File: config.mk
export PLATFORM = sky130hd
export DESIGN_NAME = knpt_ram
export DESIGN_NICKNAME = d
export VERILOG_FILES = /design/src/rtl/core/k_nearest_points_tracker_top_defines.svh /design/src/rtl/core/knpt_ram.sv
export SDC_FILE = /design/constraint.sdc
export NUM_CORES = 2
export LEC_CHECK = 0
export BUFFER_PORTS_ARGS = -buffer_cell sky130_fd_sc_hd__buf_4
export CORE_AREA = 3 3 382 384
export DETAILED_ROUTE_END_ITERATION = 10
export DIE_AREA = 0 0 385 387
export HOLD_SLACK_MARGIN = 0.05
export PLACE_DENSITY = 0.75
export SYNTH_ARGS = -nofsm -noshare
export SYNTH_HDL_FRONTEND = slang
export SYNTH_SLANG_ARGS = --single-unit
File: constraint.sdc
create_clock -name clock -period 3.6 [get_ports clock]
set_input_delay 0.36 -clock clock [delete_from_list [all_inputs] [get_ports clock]]
set_output_delay 0.36 -clock clock [all_outputs]
set_load 0.005 [all_outputs]
File: src/rtl/core/k_nearest_points_tracker_top_defines.svh
// assertion macros for the k nearest points tracker
// used by k_nearest_points_tracker_top; expects clock and reset in scope
`ifndef K_NEAREST_POINTS_TRACKER_TOP_DEFINES_SVH
`define K_NEAREST_POINTS_TRACKER_TOP_DEFINES_SVH

// same-cycle implication
`define KNPT_ASSERT_NOW(lbl, ante, cons, msg) \
   lbl: assert property (@(posedge clock) disable iff (reset) (ante) |-> (cons)) \
      else $error(msg);

// next-cycle implication
`define KNPT_ASSERT_NEXT(lbl, ante, cons, msg) \
   lbl: assert property (@(posedge clock) disable iff (reset) (ante) |=> (cons)) \
      else $error(msg);

`endif

File: src/rtl/core/knpt_ram.sv
// generic single write port, single read port ram with registered read
// no dependencies
module knpt_ram #(
   parameter int WIDTH = 32,
   parameter int DEPTH = 64
) (
   input  logic                                   clock,
   input  logic                                   we,
   input  logic [(DEPTH > 1 ? $clog2(DEPTH) : 1)-1:0] waddr,
   input  logic [WIDTH-1:0]                       wdata,
   input  logic [(DEPTH > 1 ? $clog2(DEPTH) : 1)-1:0] raddr,
   output logic [WIDTH-1:0]                       rdata
);
   logic [WIDTH-1:0] mem_ff [DEPTH];

   // write port
   always_ff @(posedge clock) begin
      if (we) begin
         mem_ff[waddr] <= wdata;
      end
   end

   // registered read
   always_ff @(posedge clock) begin
      rdata <= mem_ff[raddr];
   end
endmodule

==> run summary <==
Outcome -> completed
Capturing point of the worst reg2reg path -> rdata[29]$_DFF_P_
DIE AREA -> 0.149 mm²
Setup crit start -> raddr[4]
Vias in the first global route -> 38,400
Warnings from Yosys -> 0
Netlist cell types -> 34
CP max FO -> 24
Net count, final -> 3,665
Residual DRC -> 0
Total track usage -> 0.274
Pwr/cell area -> 555 mW/mm²
Final hold vios -> 0
Clk pin slew, worst setup/hold paths -> 0.07 ns
Final std cells w/o fill -> 5,688
Seq/Total Area, Yosys -> 0.791
Share of layout cells above drive strength 1 -> 0.308
Max clock buf depth -> 3
Initial Util -> 0.549
Routability congestion estimate -> 0.833
Core area -> 0.143 mm²
Sequential share of power -> 0.545
WL per Instance -> 35.3 µm
Post-CTS Setup Inserts -> 0
Min-Delay Path Class -> in -> reg
Largest net degree at the start of global routing -> 65
Internal Power -> 39,200 µW
Final setup violation count -> 0
Syn Area/Cell -> 23.6 µm²
Tcrit/Tclk final -> 0.767
Yosys reg bits -> 2,080
Combinational fraction of design power -> 0.053
Fin Setup TNS -> 0 ns
Most frequent cells in the layout -> edfxtp_1 (2,048), mux4_2 (544), buf_4 (247)
Clock Latency Late Sink -> 0.81 ns
Leakage -> 0.0279 µW
Slew Limit Fails -> 0
Clock power share -> 0.403
Via count -> 38,100
VDD IR max -> 0.000629 V
R2r startpoint -> mem_ff[15][29]$_DFFE_PP_
Die height -> 387 µm
CP endpoint -> rdata[30]$_DFF_P_
Slew HR -> 0.384
Post-Syn Area -> 0.0785 mm²
Register-to-Register Path Depth -> 4
Clock Skews -> 0.0253 ns
IO Pins -> 78
Number of max-cap violations -> 0
Switching power -> 10,300 µW
Htree depth -> 4
Worst Path Required -> 4.29 ns
Detailed Route WL -> 201,000 µm
CTS tree -> done
WP data arrival -> 3.45 ns
Reg2Reg Setup Slack -> 1.18 ns
Most common cell after layout, fill and taps aside -> edfxtp_1
Clock Sinks -> 2,080
Synth-to-Final Area Change -> 13.6%
Placed Instances -> 5,328
Number of port buffers -> 77
Clock root buffer -> clkbuf_16
Iter 0 DRT Violations -> 5,693
Detailed-placement wirelength estimate -> 110,000 µm
CP Capture Type -> flop
Switching Fraction -> 0.209
Actual slew at the worst max-slew pin -> 0.924 ns
Net count after synthesis -> 3,370
Startpoint Class -> primary input
First drt pass iteration count -> 5
Post-Synthesis Cells -> 3,324
RSZ-0062 raised after global routing -> no
CTS Buf Count -> 191
Fin crit period -> 2.76 ns
Worst setup path class -> in -> reg
GR Overflow Total -> 0
Detail Route Antenna Nets -> 0
Via density -> 6.70
Global-route wire length before repair -> 286,000 µm
Initial antenna violation count -> 15
Die boundary width -> 385 µm
F_max -> 362 MHz
Row count -> 139
## how the worst min path moves through the flow
stage                     slack, ns                       end  depth (start not counted)              start
final                          0.09  mem_ff[26][23]$_DFFE_PP_                          1          wdata[23]
after global routing           0.11  mem_ff[26][23]$_DFFE_PP_                          1          wdata[23]
after CTS                      0.06  mem_ff[19][26]$_DFFE_PP_                          1          wdata[26]
after detailed placement       0.75                 rdata[17]                          1  rdata[17]$_DFF_P_
after global placement         0.74                 rdata[17]                          1  rdata[17]$_DFF_P_
after floorplan                0.46    mem_ff[0][0]$_DFFE_PP_                          0           wdata[0]
## metal layers
layer,track usage,routed length [µm],part of all wire,vias to the layer above
met3,0.0667,24700,0.12,434
met4,0.118,9610,0.048,6
met2,0.423,96400,0.48,2731
li1,-,-,-,14900
met1,0.379,70100,0.35,20100
met5,0,41,0.00020,-
## Yosys cell counts
cell	number	area [µm²]
or3_1	3	18.8
a31oi_1	1	6.26
and3_1	4	25.0
edfxtp_1	2048	61500
nand3_1	5	25.0
a22oi_1	12	90.1
buf_4	25	188
mux2i_1	93	931
mux4_2	544	12300
and2_1	2	12.5
or3b_1	2	17.5
a311oi_1	8	70.1
o221ai_1	27	236
or3b_2	3	26.3
or2_2	1	6.26
nor2b_1	15	93.8
a41o_1	4	40.0
clkbuf_1	74	278
nor2_1	137	514
buf_1	21	78.8
a21oi_1	62	310
or2_0	1	6.26
nand4_1	2	12.5
nor3_1	7	35.0
buf_2	57	285
o32ai_1	4	35.0
nand2b_1	8	50.1
nand2_1	26	97.6
buf_6	5	56.3
o22ai_1	84	526
nand4b_1	1	8.76
nand3b_1	5	37.5
dfxtp_1	32	641
or2_1	1	6.26
## registers in the layout, summed over array words and instances, names as in the netlist
| name | flops |
|---|---|
| mem_ff | 2048 |
| rdata | 32 |
## layout make-up
cell class	instances	area [µm²]
antenna	8	20.0
clock buffer	251	5190
clock inverter	100	938
fill	9098	53900
multi-input combinational	1062	16000
sequential	2080	62100
tap	1903	2380
timing repair buffer	284	2560
## power groups by stage
stage | Clock [µW] | Combinational [µW] | Sequential [µW]
3_5_place_dp | 0 | 2590 | 27500
5_1_grt | 21100 | 2730 | 27000
2_1_floorplan | 0 | 1300 | 27400
6_report | 19900 | 2610 | 27000
4_1_cts | 20200 | 2610 | 27000
3_3_place_gp | 0 | 2540 | 27500
## stage by stage
step,power [µW],instance area (µm²),setup slack (ns),hold WS [ns],util
global placement,30000,83000,0.219,0.744,0.580
finish,49500,89200,0.840,0.0916,0.623
detailed placement,30100,83000,0.178,0.749,0.580
global route,50800,89200,0.871,0.111,0.623
CTS,49700,89200,0.986,0.0606,0.623
floorplan,28700,78500,0.0802,0.459,-
## cells by family (layout without fill, tap and decap cells)
logic type / after synthesis / after routing / synth area share
AOI/OAI and AO/OA: 202 / 202 / 0.0167
other: 0 / 8 / 0
muxes: 637 / 637 / 0.168
and+or+nand+nor: 223 / 223 / 0.0127
DFF: 2080 / 2080 / 0.791
buffers and inverters: 182 / 635 / 0.0113
## worst max-delay path: stages
cell and delay [ns]:
dlygate4sd3_1 0.53, buf_4 0.30, buf_4 0.50, or2_1 0.76
buf_4 0.32, o22ai_1 0.28, nor2_1 0.35
## repair_timing
action,in CTS,in global routing
hold buffers,1,0
endpoints found under the hold margin,2,0
gates resized for setup,0,0
(Power assumes the default switching activity.)
