## src/rtl/core/k_nearest_points_tracker_top_defines.svh

```systemverilog
// assertion macros for the k nearest points tracker
// used by k_nearest_points_tracker_top; expects clock and reset in scope
`ifndef K_NEAREST_POINTS_TRACKER_TOP_DEFINES_SVH
`define K_NEAREST_POINTS_TRACKER_TOP_DEFINES_SVH

// same-cycle implication
`define KNPT_ASSERT_NOW(lbl, ante, cons, msg) \
   lbl: assert property (@(posedge clock) disable iff (reset) (ante) |-> (cons)) \
      else $error(msg);

// next-cycle implication
`define KNPT_ASSERT_NEXT(lbl, ante, cons, msg) \
   lbl: assert property (@(posedge clock) disable iff (reset) (ante) |=> (cons)) \
      else $error(msg);

`endif

```

## src/rtl/core/knpt_pkg.sv

```systemverilog
// shared types, codes and distance helpers for the k nearest points tracker
// no dependencies
package knpt_pkg;

   localparam int COORD_W = 16;
   localparam int DIST_W  = 32;

   // command codes
   localparam logic [1:0] CMD_CLEAR  = 2'd0;
   localparam logic [1:0] CMD_LOAD   = 2'd1;
   localparam logic [1:0] CMD_QUERY  = 2'd2;
   localparam logic [1:0] CMD_UNUSED = 2'd3;

   typedef enum logic [1:0] {
      ST_IDLE,
      ST_SCAN,
      ST_DECIDE,
      ST_REPORT
   } state_type;

   // x in the low half, y in the high half
   typedef struct packed {
      logic signed [COORD_W-1:0] y;
      logic signed [COORD_W-1:0] x;
   } point_type;

   // control from the sequencer to the farthest-point tracker
   typedef struct packed {
      logic start;
      logic rd_valid;
   } scan_ctl_type;

   // exact squared distance, max 2^31 so it fits 32 bits unsigned
   function automatic logic [DIST_W-1:0] dist_f(input point_type p);
      logic signed [DIST_W-1:0] xx;
      logic signed [DIST_W-1:0] yy;
      xx = DIST_W'(p.x) * DIST_W'(p.x);
      yy = DIST_W'(p.y) * DIST_W'(p.y);
      return $unsigned(xx) + $unsigned(yy);
   endfunction

   // a strictly farther than b: distance, then x, then y
   function automatic logic farther_f(input logic [DIST_W-1:0] da, input point_type a,
                                      input logic [DIST_W-1:0] db, input point_type b);
      if (da != db) return da > db;
      if (a.x != b.x) return a.x > b.x;
      return a.y > b.y;
   endfunction

endpackage

```

## src/rtl/core/knpt_best.sv

```systemverilog
// tracks the farthest point seen during one pass over the store
// depends on knpt_pkg
module knpt_best #(
   parameter int ADDR_W = 6
) (
   input  logic                        clock,
   input  logic                        reset,
   input  knpt_pkg::scan_ctl_type      ctl,
   input  knpt_pkg::point_type         rd_point,
   input  logic [ADDR_W-1:0]           rd_idx,
   output knpt_pkg::point_type         best_point,
   output logic [knpt_pkg::DIST_W-1:0] best_dist,
   output logic [ADDR_W-1:0]           best_idx
);
   import knpt_pkg::*;

   logic                has_ff;
   logic                has_in;
   logic                take;
   logic [DIST_W-1:0]   rd_dist;
   point_type           pt_ff;
   logic [DIST_W-1:0]   dist_ff;
   logic [ADDR_W-1:0]   idx_ff;

   // distance of the entry just read and compare against the best so far
   assign rd_dist = dist_f(rd_point);
   assign take    = ctl.rd_valid && (!has_ff || farther_f(rd_dist, rd_point, dist_ff, pt_ff));

   always_comb begin
      has_in = has_ff;
      if (ctl.start) begin
         has_in = 1'b0;
      end else if (take) begin
         has_in = 1'b1;
      end
   end

   always_ff @(posedge clock) begin
      if (reset) begin
         has_ff <= 1'b0;
      end else begin
         has_ff <= has_in;
      end
   end

   // best payload
   always_ff @(posedge clock) begin
      if (!ctl.start && take) begin
         pt_ff   <= rd_point;
         dist_ff <= rd_dist;
         idx_ff  <= rd_idx;
      end
   end

   assign best_point = pt_ff;
   assign best_dist  = dist_ff;
   assign best_idx   = idx_ff;
endmodule

```

## config.mk

```make
export PLATFORM = sky130hd
export DESIGN_NAME = knpt_best
export DESIGN_NICKNAME = d
export VERILOG_FILES = /design/src/rtl/core/k_nearest_points_tracker_top_defines.svh /design/src/rtl/core/knpt_pkg.sv /design/src/rtl/core/knpt_best.sv
export SDC_FILE = /design/constraint.sdc
export NUM_CORES = 1
export LEC_CHECK = 0
export BUFFER_PORTS_ARGS = -buffer_cell sky130_fd_sc_hd__buf_2
export CORE_ASPECT_RATIO = 1.75
export CORE_MARGIN = 4
export CORE_UTILIZATION = 59
export DETAILED_ROUTE_END_ITERATION = 16
export PLACE_DENSITY = 0.91
export SETUP_SLACK_MARGIN = 0.15
export SKIP_LAST_GASP = 1
export SLEW_MARGIN = 20
export SYNTH_ARGS = -nofsm -noshare
export SYNTH_HDL_FRONTEND = slang
export SYNTH_SLANG_ARGS = --single-unit
```

## constraint.sdc

```tcl
create_clock -name clock -period 10.7 [get_ports clock]
set_input_delay 1.605 -clock clock [delete_from_list [all_inputs] [get_ports clock]]
set_output_delay 1.605 -clock clock [all_outputs]
set_load 0.02 [all_outputs]
```

==> impl_metrics.json <==
{
  "numCtsBuffers": 9,
  "hold_viol": 0,
  "antenna_found_initial": 1,
  "track_usage_pct": 32.7,
  "period_needed_ns": 10.31,
  "ys_seq_area_share_pct": 9.98,
  "synth_most_common_cell": "inv_1",
  "worstMarginPinSlew_ns": 0.708,
  "required_ns": 10.82,
  "clk_latency_ns": 0.39,
  "tritoncts": "built",
  "synth.cell_area_um2": 21300,
  "syn_area_per_cell_um2": 9.96,
  "max_stage_delay_ns": 0.70,
  "fmax_mhz": 97.0,
  "die_width_um": 152,
  "synthFlopType": "edfxtp_1",
  "outcome": "finished, final reports clean",
  "io_buffers": 111,
  "multi_input_area_um2": 16300,
  "maxCapViolCount": 0,
  "crit_top_cell": "fa_1",
  "slowest_stage": "fa_2",
  "grt_pass1_wl_um": 94000,
  "slew_violations": 0,
  "rsz0062_at_grt": "false",
  "critPathKind": "in -> reg",
  "grt-ovfl-total": 0,
  "totalWireLength_um": 59500,
  "gp_congestion": 1.04,
  "async_flop_share_pct": 0,
  "synth_top_area_share_pct": 48.9,
  "synth-edff-count": 70,
  "ctsHoldBuffers": 0,
  "first_pass_iters": 6,
  "cp-end-kind": "flop",
  "cts_buffer_depth": 2,
  "dpl.hpwl_um": 48700,
  "synth_xor_xnor_area_share_pct": 2.43,
  "root_buffer": "clkbuf_16",
  "synth_mux_area_share_pct": 0.200,
  "synth-compound-area-share_pct": 3.85,
  "setup_tns_ns": 0,
  "synth_warnings": 0,
  "drc_errors": 0,
  "die_area_um2": 39300,
  "drtIter0Drc": 1111,
  "ant_nets": 0,
  "start_kind": "input port",
  "core.rowCount": 91,
  "ys_types": 55,
  "synth_top_family_by_area": "adder cells",
  "wl_per_cell_um": 21.9,
  "skew_ns": 0.0106,
  "synth_simple_gate_area_share_pct": 8.72,
  "syn2layout_area_growth_pct": 7.72,
  "ys_top_cells_by_count": "731 x inv_1, 520 x fa_1, 208 x ha_1",
  "synth.area.top_cells": "fa_1 49%, inv_1 13%, ha_1 12%, edfxtp_1 9.9%, and2_1 2.9%",
  "drive_above_1_share_pct": 8.65,
  "vias": 15330,
  "ys_seq_elements": 71,
  "grt_pass1_vias": 18158,
  "start_util_pct": 60.1,
  "crit_arrival_ns": 10.43,
  "num-fill-cells": 2640,
  "io_pins": 112,
  "finalSetupViolations": 0,
  "cts.sinks": 71,
  "syn_inst": 2136,
  "die_h_um": 259,
  "nNetsFinal": 3020,
  "cp_max_fo": 24,
  "hp-class": "reg -> reg",
  "antenna_cells": 0,
  "syn_nets": 2906,
  "register_area_um2": 2120,
  "clkTransAtPathRegs_ns": 0.07,
  "core_um2": 35400,
  "avgViaCountPerCell": 5.64,
  "yosys.area.top_type": "fa_1",
  "htreeDepth": 3,
  "period_share_pct": 96.3,
  "slew-limit-headroom_pct": 52.4,
  "grt_max_degree": 25,
  "synthAdderAreaFrac_pct": 61.2
}
kinds of logic after synthesis:
logic type	count (synthesis)
and+or+nand+nor	377
DFF	71
AOI/OAI and AO/OA	124
adders and majority gates	728
xor gates and xnor gates	59
buffers and inverters	772
other	1
muxes	4
flip-flops by register name, summed over array words and instances, names as in the netlist:
register / cells
best_dist: 32
best_point: 32
best_idx: 6
has_ff: 1
stage by stage:
step	hold WS [ns]	instances	setup WS [ns]	util (%)	area (um2)
after floorplan	0.480	2136	0.170	-	21300
after global placement	0.538	2701	0.228	63.6	22500
after detailed placement	0.555	2701	0.0101	63.6	22500
after CTS	0.563	2717	0.346	64.4	22800
after global routing	0.598	2720	0.151	64.7	22900
final	0.565	2720	0.392	64.7	22900
layout make-up:
class / count / area share [%]
flip-flops and latches: 71 / 9.26
well taps: 465 / 2.54
inverters: 731 / 12.0
clock inverters: 7 / 0.268
clock buffers: 9 / 0.983
repair buffers: 144 / 3.76
multi-input cells: 1293 / 71.2
metal layers:
layer,GRT usage (%),share of wire [%],up-vias
met5,0,0.012,-
met4,30.2,12,2
met3,7.09,6.3,407
met2,56.7,54,799
met1,31.1,28,7696
li1,-,-,6426
cell usage in the layout (no fill, tap or decap), types with 4 or more instances in the layout:
| cell | synthesis | routed |
|---|---|---|
| inv_1 | 731 | 725 |
| fa_1 | 520 | 513 |
| ha_1 | 208 | 208 |
| nand2_1 | 145 | 143 |
| and2_1 | 99 | 99 |
| buf_2 | 0 | 98 |
| edfxtp_1 | 70 | 70 |
| nor2_1 | 60 | 59 |
| xnor2_1 | 46 | 46 |
| a21oi_1 | 37 | 37 |
| buf_4 | 0 | 31 |
| o21ai_0 | 24 | 23 |
| a21o_1 | 15 | 15 |
| nor3_1 | 14 | 14 |
| nand4_1 | 13 | 13 |
| xor2_1 | 13 | 13 |
| clkbuf_4 | 0 | 13 |
| nand2b_1 | 11 | 11 |
| nor2b_1 | 10 | 10 |
| clkbuf_16 | 0 | 9 |
| o21a_1 | 8 | 8 |
| fa_2 | 0 | 7 |
| a211oi_1 | 6 | 6 |
| a31o_2 | 5 | 5 |
| clkinvlp_4 | 0 | 5 |
| and3_1 | 4 | 4 |
| nor4_1 | 4 | 4 |
| o21bai_1 | 4 | 4 |
| inv_6 | 0 | 4 |
path summary, 6_finish.rpt:
| path | slack [ns] | from | to | depth (start not counted) |
|---|---|---|---|---|
| max reg2reg | 7.60 | best_point[27] | best_point[28] | 10 |
| min | 0.56 | has_ff | has_ff | 2 |
| min reg2reg | 0.56 | has_ff | has_ff | 2 |
| max | 0.39 | rd_point[31] | best_point[28] | 32 |
repair_timing:
| action | in CTS | in global routing |
|---|---|---|
| resized for setup | 0 | 33 |
| setup endpoints to repair | 0 | 70 |
| setup buffers | 0 | 3 |
worst max-delay path, delay by kind of cell:
| family | cells | cell delay [ns] |
|---|---|---|
| and+or+nand+nor | 5 | 1.22 |
| xor gates and xnor gates | 1 | 0.16 |
| AOI/OAI and AO/OA | 9 | 1.71 |
| buffers and inverters | 7 | 0.80 |
| adders and majority gates | 10 | 4.86 |
Power is left out: the tool's default activity adds up to more than one toggle a clock period on the data nets, which glitch-free logic cannot reach.
